$ cat config.mk
export PLATFORM = sky130hd
export DESIGN_NAME = abs_real_escape_time_fractal
export DESIGN_NICKNAME = d
export VERILOG_FILES = /design/src/hdl/aretf_pkg.sv /design/src/hdl/abs_real_escape_time_fractal.sv
export SDC_FILE = /design/constraint.sdc
export NUM_CORES = 2
export LEC_CHECK = 0
export BUFFER_PORTS_ARGS = -buffer_cell sky130_fd_sc_hd__buf_2
export CORE_MARGIN = 3
export CORE_UTILIZATION = 60
export CTS_BUF_LIST = sky130_fd_sc_hd__clkbuf_16
export CTS_CLUSTER_DIAMETER = 50
export CTS_CLUSTER_SIZE = 20
export DETAILED_ROUTE_END_ITERATION = 6
export PLACE_DENSITY = 0.8
export SLEW_MARGIN = 20
export SYNTH_ARGS = -nofsm -noshare
export SYNTH_HDL_FRONTEND = slang
export SYNTH_SLANG_ARGS = --single-unit
$ cat constraint.sdc
create_clock -name clock -period 15.24 [get_ports clock]
set_input_delay 1.524 -clock clock [delete_from_list [all_inputs] [get_ports clock]]
set_output_delay 1.524 -clock clock [all_outputs]
set_load 0.05 [all_outputs]
$ cat src/hdl/aretf_pkg.sv
// Shared types, constants and helpers for the abs-real escape-time fractal engine.
// Used by abs_real_escape_time_fractal and its testbench; depends on nothing else.
`default_nettype none

package aretf_pkg;

   // Configuration register indexes.
   localparam int CSR_IDX_BITS = 3;
   localparam logic [CSR_IDX_BITS-1:0] CSR_ORIGIN_RE = 3'd0;
   localparam logic [CSR_IDX_BITS-1:0] CSR_ORIGIN_IM = 3'd1;
   localparam logic [CSR_IDX_BITS-1:0] CSR_STEP_RE   = 3'd2;
   localparam logic [CSR_IDX_BITS-1:0] CSR_STEP_IM   = 3'd3;
   localparam logic [CSR_IDX_BITS-1:0] CSR_ITER_LIM  = 3'd4;
   localparam logic [CSR_IDX_BITS-1:0] CSR_COLOR     = 3'd5;

   localparam int CSR_DATA_BITS = 32;
   localparam int COORD_W       = 32;
   localparam int STEP_W        = 31;
   localparam int COLOR_W       = 24;
   localparam int PIXEL_COLOR_W = 32;
   // Shared multiplier operand and kept product widths.
   localparam int MUL_W         = 33;
   localparam int PROD_W        = 64;

   // Register values after reset.
   localparam logic signed [COORD_W-1:0] ORIGIN_RE_RST = -32'sd35232153;
   localparam logic signed [COORD_W-1:0] ORIGIN_IM_RST = -32'sd20132659;
   localparam logic [STEP_W-1:0]         STEP_RE_RST   = 31'd37749;
   localparam logic [STEP_W-1:0]         STEP_IM_RST   = 31'd33554;
   localparam int                        ITER_LIM_RST  = 50;
   localparam logic [COLOR_W-1:0]        COLOR_RST     = 24'd0;

   localparam logic signed [PROD_W-1:0] S32_MAX_W = 64'sh0000_0000_7FFF_FFFF;
   localparam logic signed [PROD_W-1:0] S32_MIN_W = 64'shFFFF_FFFF_8000_0000;

   typedef enum logic [3:0] {
      ST_IDLE,
      ST_MAP_RE,
      ST_MAP_IM,
      ST_MAP_END,
      ST_SQ_RE,
      ST_SQ_IM,
      ST_CROSS,
      ST_UPDATE,
      ST_COLOR,
      ST_FINISH
   } state_type;

   // Clamp a wide signed value to the signed 32-bit range.
   function automatic logic signed [COORD_W-1:0] sat32(input logic signed [PROD_W-1:0] v);
      logic signed [COORD_W-1:0] r;
      if (v > S32_MAX_W) begin
         r = S32_MAX_W[COORD_W-1:0];
      end else if (v < S32_MIN_W) begin
         r = S32_MIN_W[COORD_W-1:0];
      end else begin
         r = v[COORD_W-1:0];
      end
      return r;
   endfunction

endpackage

`default_nettype wire

$ cat src/hdl/abs_real_escape_time_fractal.sv
// Top level of the abs-real escape-time fractal engine: one pixel per request.
// Depends on aretf_pkg for the state type, register indexes and saturation.
//
// Usage: drive req_pixel_x and req_pixel_y and raise start while busy is low;
// the request is taken at that clock edge and busy stays high until the
// result has been shown. The pixel is mapped to c = origin + pixel * step and
// z = |re(z^2 + c)| + i*im(z^2 + c) is iterated from zero until |z|^2 reaches
// four or the count reaches iteration_limit.
// Every multiplication goes through one 33 x 33 signed multiplier under a
// small sequencer: the map states (MAP_RE, MAP_IM, MAP_END) map the pixel,
// each iteration steps through real square, imaginary square, cross product
// and update, the final test ends after the real square at the limit or
// after the cross product on escape, and a color state forms the color
// before the finish state shows the result on the strobe rsp_valid. Busy
// drops in the cycle after that strobe, and a new request is taken only
// once busy is low again; one request per result.
// The result is on the rsp_ ports for exactly one cycle and the receiver
// cannot stall it. The csr_ port writes a register at any edge with csr_we
// high; it is to be used only while busy is low, and the block itself
// does not enforce that. Reset returns the sequencer to idle and the
// configuration registers to their default view.
`default_nettype none

module abs_real_escape_time_fractal #(
   parameter int COORD_BITS = 12,
   parameter int FRAC_BITS  = 24,
   parameter int ITER_BITS  = 16
) (
   input  wire logic                                   clock,
   input  wire logic                                   reset,
   // Request channel
   input  wire logic                                   start,
   output logic                                        busy,
   input  wire logic [COORD_BITS-1:0]                  req_pixel_x,
   input  wire logic [COORD_BITS-1:0]                  req_pixel_y,
   // Result channel
   output logic                                        rsp_valid,
   output logic [COORD_BITS-1:0]                       rsp_out_x,
   output logic [COORD_BITS-1:0]                       rsp_out_y,
   output logic                                        rsp_escaped,
   output logic [ITER_BITS-1:0]                        rsp_iterations,
   output logic [aretf_pkg::PIXEL_COLOR_W-1:0]         rsp_pixel_color,
   // Configuration port
   input  wire logic                                   csr_we,
   input  wire logic [aretf_pkg::CSR_IDX_BITS-1:0]     csr_index,
   input  wire logic [aretf_pkg::CSR_DATA_BITS-1:0]    csr_wdata
);

   localparam int PW = aretf_pkg::PROD_W;
   // Escape bound: 4.0 at the precision of a square.
   localparam logic [PW:0] ESC_BOUND = (PW+1)'(4) << (2 * FRAC_BITS);

   aretf_pkg::state_type state_ff, state_in;

   // Configuration registers
   logic signed [aretf_pkg::COORD_W-1:0] origin_re_ff, origin_im_ff;
   logic [aretf_pkg::STEP_W-1:0]         step_re_ff, step_im_ff;
   logic [ITER_BITS-1:0]                 iter_lim_ff;
   logic [aretf_pkg::COLOR_W-1:0]        color_ff;

   // Datapath registers
   logic [COORD_BITS-1:0]                px_ff, px_in, py_ff, py_in;
   logic signed [aretf_pkg::COORD_W-1:0] c_re_ff, c_re_in, c_im_ff, c_im_in;
   logic signed [aretf_pkg::COORD_W-1:0] zr_ff, zr_in, zi_ff, zi_in;
   logic signed [PW-1:0]                 prod_ff, prod_in;
   logic signed [PW-1:0]                 rr_ff, rr_in, diff_ff, diff_in;
   logic [ITER_BITS-1:0]                 iter_ff, iter_in;
   logic                                 esc_ff, esc_in;

   // Shared multiplier
   logic signed [aretf_pkg::MUL_W-1:0]   mul_a, mul_b;
   logic signed [2*aretf_pkg::MUL_W-1:0] mul_full;

   logic                                 accept;
   logic                                 limit_hit;
   logic                                 escape_hit;
   logic [PW:0]                          mag_sum;
   logic signed [PW-1:0]                 re_wide, re_abs, im_wide;

   assign accept     = start && (state_ff == aretf_pkg::ST_IDLE);
   assign limit_hit  = (iter_ff >= iter_lim_ff);
   assign mag_sum    = {1'b0, rr_ff} + {1'b0, prod_ff};
   assign escape_hit = (mag_sum >= ESC_BOUND);

   // Operand selection for the shared multiplier.
   always_comb begin
      mul_a = '0;
      mul_b = '0;
      unique case (state_ff)
         aretf_pkg::ST_MAP_RE: begin
            mul_a = $signed(aretf_pkg::MUL_W'(px_ff));
            mul_b = $signed(aretf_pkg::MUL_W'(step_re_ff));
         end
         aretf_pkg::ST_MAP_IM: begin
            mul_a = $signed(aretf_pkg::MUL_W'(py_ff));
            mul_b = $signed(aretf_pkg::MUL_W'(step_im_ff));
         end
         aretf_pkg::ST_SQ_RE: begin
            mul_a = aretf_pkg::MUL_W'(zr_ff);
            mul_b = aretf_pkg::MUL_W'(zr_ff);
         end
         aretf_pkg::ST_SQ_IM: begin
            mul_a = aretf_pkg::MUL_W'(zi_ff);
            mul_b = aretf_pkg::MUL_W'(zi_ff);
         end
         aretf_pkg::ST_CROSS: begin
            mul_a = aretf_pkg::MUL_W'(zi_ff);
            mul_b = aretf_pkg::MUL_W'(zr_ff);
         end
         aretf_pkg::ST_COLOR: begin
            mul_a = $signed(aretf_pkg::MUL_W'(color_ff));
            mul_b = $signed(aretf_pkg::MUL_W'(iter_ff));
         end
         default: begin
            mul_a = '0;
            mul_b = '0;
         end
      endcase
      mul_full = mul_a * mul_b;
   end

   // The real part takes its absolute value before it is clamped.
   always_comb begin
      re_wide = (diff_ff >>> FRAC_BITS) + PW'(c_re_ff);
      re_abs  = re_wide[PW-1] ? -re_wide : re_wide;
      im_wide = (prod_ff >>> (FRAC_BITS - 1)) + PW'(c_im_ff);
   end

   // Datapath next values.
   always_comb begin
      px_in   = px_ff;
      py_in   = py_ff;
      c_re_in = c_re_ff;
      c_im_in = c_im_ff;
      zr_in   = zr_ff;
      zi_in   = zi_ff;
      rr_in   = rr_ff;
      diff_in = diff_ff;
      iter_in = iter_ff;
      esc_in  = esc_ff;
      prod_in = mul_full[PW-1:0];
      unique case (state_ff)
         aretf_pkg::ST_IDLE: begin
            if (accept) begin
               px_in = req_pixel_x;
               py_in = req_pixel_y;
            end
         end
         aretf_pkg::ST_MAP_IM: begin
            c_re_in = aretf_pkg::sat32(PW'(origin_re_ff) + prod_ff);
         end
         aretf_pkg::ST_MAP_END: begin
            c_im_in = aretf_pkg::sat32(PW'(origin_im_ff) + prod_ff);
            zr_in   = '0;
            zi_in   = '0;
            iter_in = '0;
            esc_in  = 1'b0;
         end
         aretf_pkg::ST_SQ_IM: begin
            rr_in = prod_ff;
         end
         aretf_pkg::ST_CROSS: begin
            diff_in = rr_ff - prod_ff;
            if (escape_hit) begin
               esc_in = 1'b1;
            end
         end
         aretf_pkg::ST_UPDATE: begin
            zr_in   = aretf_pkg::sat32(re_abs);
            zi_in   = aretf_pkg::sat32(im_wide);
            iter_in = iter_ff + ITER_BITS'(1);
         end
         default: begin
         end
      endcase
   end

   // Next state.
   always_comb begin
      state_in = state_ff;
      unique case (state_ff)
         aretf_pkg::ST_IDLE:    if (accept) state_in = aretf_pkg::ST_MAP_RE;
         aretf_pkg::ST_MAP_RE:  state_in = aretf_pkg::ST_MAP_IM;
         aretf_pkg::ST_MAP_IM:  state_in = aretf_pkg::ST_MAP_END;
         aretf_pkg::ST_MAP_END: state_in = aretf_pkg::ST_SQ_RE;
         aretf_pkg::ST_SQ_RE: begin
            state_in = limit_hit ? aretf_pkg::ST_COLOR : aretf_pkg::ST_SQ_IM;
         end
         aretf_pkg::ST_SQ_IM:   state_in = aretf_pkg::ST_CROSS;
         aretf_pkg::ST_CROSS: begin
            state_in = escape_hit ? aretf_pkg::ST_COLOR : aretf_pkg::ST_UPDATE;
         end
         aretf_pkg::ST_UPDATE:  state_in = aretf_pkg::ST_SQ_RE;
         aretf_pkg::ST_COLOR:   state_in = aretf_pkg::ST_FINISH;
         aretf_pkg::ST_FINISH:  state_in = aretf_pkg::ST_IDLE;
         default:               state_in = aretf_pkg::ST_IDLE;
      endcase
   end

   // Outputs. A point that never escaped is not drawn, so its color is zero.
   always_comb begin
      busy            = (state_ff != aretf_pkg::ST_IDLE);
      rsp_valid       = (state_ff == aretf_pkg::ST_FINISH);
      rsp_out_x       = px_ff;
      rsp_out_y       = py_ff;
      rsp_escaped     = esc_ff;
      rsp_iterations  = iter_ff;
      rsp_pixel_color = esc_ff ? prod_ff[aretf_pkg::PIXEL_COLOR_W-1:0] : '0;
   end

   always_ff @(posedge clock) begin
      if (reset) begin
         state_ff <= aretf_pkg::ST_IDLE;
      end else begin
         state_ff <= state_in;
      end
   end

   always_ff @(posedge clock) begin
      px_ff   <= px_in;
      py_ff   <= py_in;
      c_re_ff <= c_re_in;
      c_im_ff <= c_im_in;
      zr_ff   <= zr_in;
      zi_ff   <= zi_in;
      rr_ff   <= rr_in;
      diff_ff <= diff_in;
      prod_ff <= prod_in;
      iter_ff <= iter_in;
      esc_ff  <= esc_in;
   end

   // Configuration registers; writes to indexes past the list are dropped.
   always_ff @(posedge clock) begin
      if (reset) begin
         origin_re_ff <= aretf_pkg::ORIGIN_RE_RST;
         origin_im_ff <= aretf_pkg::ORIGIN_IM_RST;
         step_re_ff   <= aretf_pkg::STEP_RE_RST;
         step_im_ff   <= aretf_pkg::STEP_IM_RST;
         iter_lim_ff  <= ITER_BITS'(aretf_pkg::ITER_LIM_RST);
         color_ff     <= aretf_pkg::COLOR_RST;
      end else if (csr_we) begin
         unique case (csr_index)
            aretf_pkg::CSR_ORIGIN_RE: origin_re_ff <= $signed(csr_wdata[aretf_pkg::COORD_W-1:0]);
            aretf_pkg::CSR_ORIGIN_IM: origin_im_ff <= $signed(csr_wdata[aretf_pkg::COORD_W-1:0]);
            aretf_pkg::CSR_STEP_RE:   step_re_ff   <= csr_wdata[aretf_pkg::STEP_W-1:0];
            aretf_pkg::CSR_STEP_IM:   step_im_ff   <= csr_wdata[aretf_pkg::STEP_W-1:0];
            aretf_pkg::CSR_ITER_LIM:  iter_lim_ff  <= csr_wdata[ITER_BITS-1:0];
            aretf_pkg::CSR_COLOR:     color_ff     <= csr_wdata[aretf_pkg::COLOR_W-1:0];
            default: begin
            end
         endcase
      end
   end

endmodule

`default_nettype wire

==> results.md <==
* Clock Root Buffer: clkbuf_16
* Fmax at 0.0787 GHz
* PortBufs at 137
* Normalized max-slew margin at 13.9%
* Worst Path Required at 15.83 ns
* Final #Nets at 10200
* Fin. Hold Viols at 0
* I/O Pins at 138
* DIE HEIGHT at 357 um
* Final Non-Filler Cells at 10100
* Pre-CTS setup slack at 2.91 ns
* Cell count after placement at 10000
* Row count at 128
* Post-CTS sizing at 0
* Period utilization at 83.4%
* Max Slew Vio Count at 0
* Die area at 128000 sq um
* Worst-path clk slew at 0.09 ns
* GRT Overall Usage at 40.0%
* Fin area at 78500 sq um
* # H-tree levels at 2
* Hold_buf cts at 0
* Sequential share of the synthesized area at 17.4%
* Startpoint Class: flop
* CP max FO at 67
* GPL Wtd Cong at 1.05
* WS Path Type: flop to flop
* Syn_nets at 10300
* Crit path time final at 12.70 ns
* Net Sw Frac at 47.1%
* Detailed Route Iter0 Violations at 7866
* Worst min-delay path class: flop to flop
* Largest area contributor in the netlist: fa_1
* Setup ws final at 2.54 ns
* Status: finished, final reports clean
* Ratio of cells with drive above 1 in the final layout at 5.89%
* Seq cells post-synth at 507
* Clock sink total at 507
* Core area at 122000 sq um
* Initial antenna violation count at 19
* Setup violations, final at 0
* WL final at 255 mm
* Post-synth ARST share at 0%
* Cell variety after synth at 94
* Count leader, synth: inv_1
* WL/cell at 25.2 um
* Commonest cells post-synth: 1279 x inv_1, 1223 x nand2_1, 1110 x fa_1, 757 x nor2_1, 564 x ha_1
* CTS Buf Count at 54
* Max-cap viol count at 0
* Clock power share at 20.4%
* Post-Syn Area at 74100 sq um
* Synth area leaders: fa_1 30%, edfxtp_1 11%, ha_1 9.5%
* Crit-path max cell delay at 0.99 ns
* Critical path arrival at 13.29 ns
* Mapped Cells at 8529
* Crit path top cell by count: fa_1
* First drt pass iteration count at 7
* Syn_area_per_cell at 8.69 sq um
* Grt total ovfl at 0
* RSZ-0062 raised after global routing: false
* Vias in the first global route at 63600
* Int Pwr at 3.68 mW
* Clock Path Buffers at 3
* EDFF count, synth at 273
* CTS tree: built
* Area delta synth->final at 5.89%
* Vias after detailed routing at 64100
* Largest net degree at the start of global routing at 86
* Worst Skew at 0.0413 ns
* Setup TNS at 0 ns
* Die W at 357 um
* Synth top area share at 30.0%
* Initial Util at 60.6%
* Most used DFF post-synth: edfxtp_1
* Crit-path slowest cell: nand2_1
* DRC Markers at 0
* Sequential share of power at 26.3%
* DRT antenna net count at 0
* CP Capture Type: flop
* Switch Pwr at 3.27 mW
* Pwr/cell area at 88.6 nW/um^2
* Global-route wire length before repair at 384 mm
* Comb pwr share at 53.3%
* Synth Warn # at 0
* Fill cells at 10100
* Clk_lat worst skew at 0.68 ns
* Worst Tran Pin Value at 1.29 ns
* Post-CTS Setup Bufs at 0
* Avg Vias per Cell at 6.33
* Placed Area at 76500 sq um
* HPWL Detailed at 198 mm
* Hold Worst Slack at 0.458 ns
* Leakage at 36.7 nW
* Max IR drop VDD at 0.139 mV
state kept, by name, summed over array words and instances, names as in the netlist, 24 cells and up:
register and cells:
c_im_ff 32, c_re_ff 32, color_ff 24, diff_ff 40, origin_im_ff 32, origin_re_ff 32
prod_ff 64, rr_ff 64, step_im_ff 31, step_re_ff 31, zi_ff 32, zr_ff 32
area by class of cell:
type | count | area (sq um) | area share (%)
antenna | 11 | 27.5 | 0.0351
clock buffer | 55 | 1380 | 1.75
clock inverter | 46 | 510 | 0.651
inverter | 1279 | 4800 | 6.12
multi-input combinational | 6341 | 55200 | 70.3
sequential | 507 | 12900 | 16.4
tap | 1625 | 2030 | 2.59
timing repair buffer | 264 | 1660 | 2.12
final timing paths:
path                                       from         endpoint  slack [ns]  depth (start not counted)
worst max-delay path                state_ff[0]      prod_ff[62]        2.54                         35
worst min-delay path            iter_lim_ff[13]  iter_lim_ff[13]        0.46                          2
worst max register to register      state_ff[0]      prod_ff[62]        2.54                         35
worst min register to register  iter_lim_ff[13]  iter_lim_ff[13]        0.46                          2
worst max-delay path: cells and delay by family (launching register included):
family / cells / cell delay, ns
xor gates and xnor gates: 1 / 0.15
adders and majority gates: 9 / 4.20
and+or+nand+nor: 6 / 2.63
buffers and inverters: 9 / 1.92
DFF: 1 / 0.94
AOI/OAI and AO/OA: 10 / 2.72
power by group through the flow:
stage                     registers, mW  clock network, mW  logic, mW
after detailed placement           1.84                  0       3.56
after global routing               1.82               1.47       4.02
after CTS                          1.81               1.42       3.59
after global placement             1.84                  0       3.51
after floorplan                    1.73                  0       2.57
final                              1.83               1.42       3.71
kinds of logic after synthesis:
family	Yosys count	synth area share [%]
adders and majority gates	1674	39.5
xor gates and xnor gates	328	3.88
other	1	0.00506
buffers and inverters	1681	8.57
DFF	507	17.4
and+or+nand+nor	2691	16.0
muxes	26	0.358
AOI/OAI and AO/OA	1621	14.2
through the flow:
| stage | utilization (%) | total power, mW |
|---|---|---|
| floorplan | - | 4.30 |
| global placement | 62.6 | 5.35 |
| detailed placement | 62.6 | 5.40 |
| CTS | 64.2 | 6.83 |
| global route | 64.2 | 7.31 |
| finish | 64.2 | 6.95 |
layout by cell type (no fill, tap or decap), types with 34 or more instances in the layout:
cell type / synthesis / final
a21oi_2: 31 / 34
ha_1: 564 / 564
and3_1: 46 / 46
nor2b_1: 42 / 41
nand3b_1: 64 / 64
a21oi_1: 549 / 546
edfxtp_1: 273 / 273
buf_4: 0 / 124
a211oi_1: 45 / 45
buf_2: 2 / 136
nor4_1: 48 / 47
nand2b_1: 51 / 51
nand2_1: 1223 / 1221
and2_1: 79 / 79
nand4_1: 87 / 87
inv_1: 1279 / 1282
a22oi_1: 72 / 70
fa_1: 1110 / 1110
xor2_1: 104 / 104
o21bai_1: 60 / 60
clkbuf_16: 0 / 55
o21a_1: 54 / 54
o31ai_1: 35 / 34
dfxtp_1: 234 / 234
nor3_1: 90 / 84
o21ai_0: 243 / 238
xnor2_1: 224 / 224
a21o_1: 228 / 228
nand3_1: 94 / 91
nor2_1: 757 / 753
o211ai_1: 34 / 34
layer usage:
metal	wire, um	GRT usage (%)	vias to the layer above
li1	-	-	27700
met1	94400	52.5	31200
met2	107000	58.2	4191
met3	34800	12.5	979
met4	18900	23.3	18
met5	236	0.830	-
(Power assumes the default switching activity.)
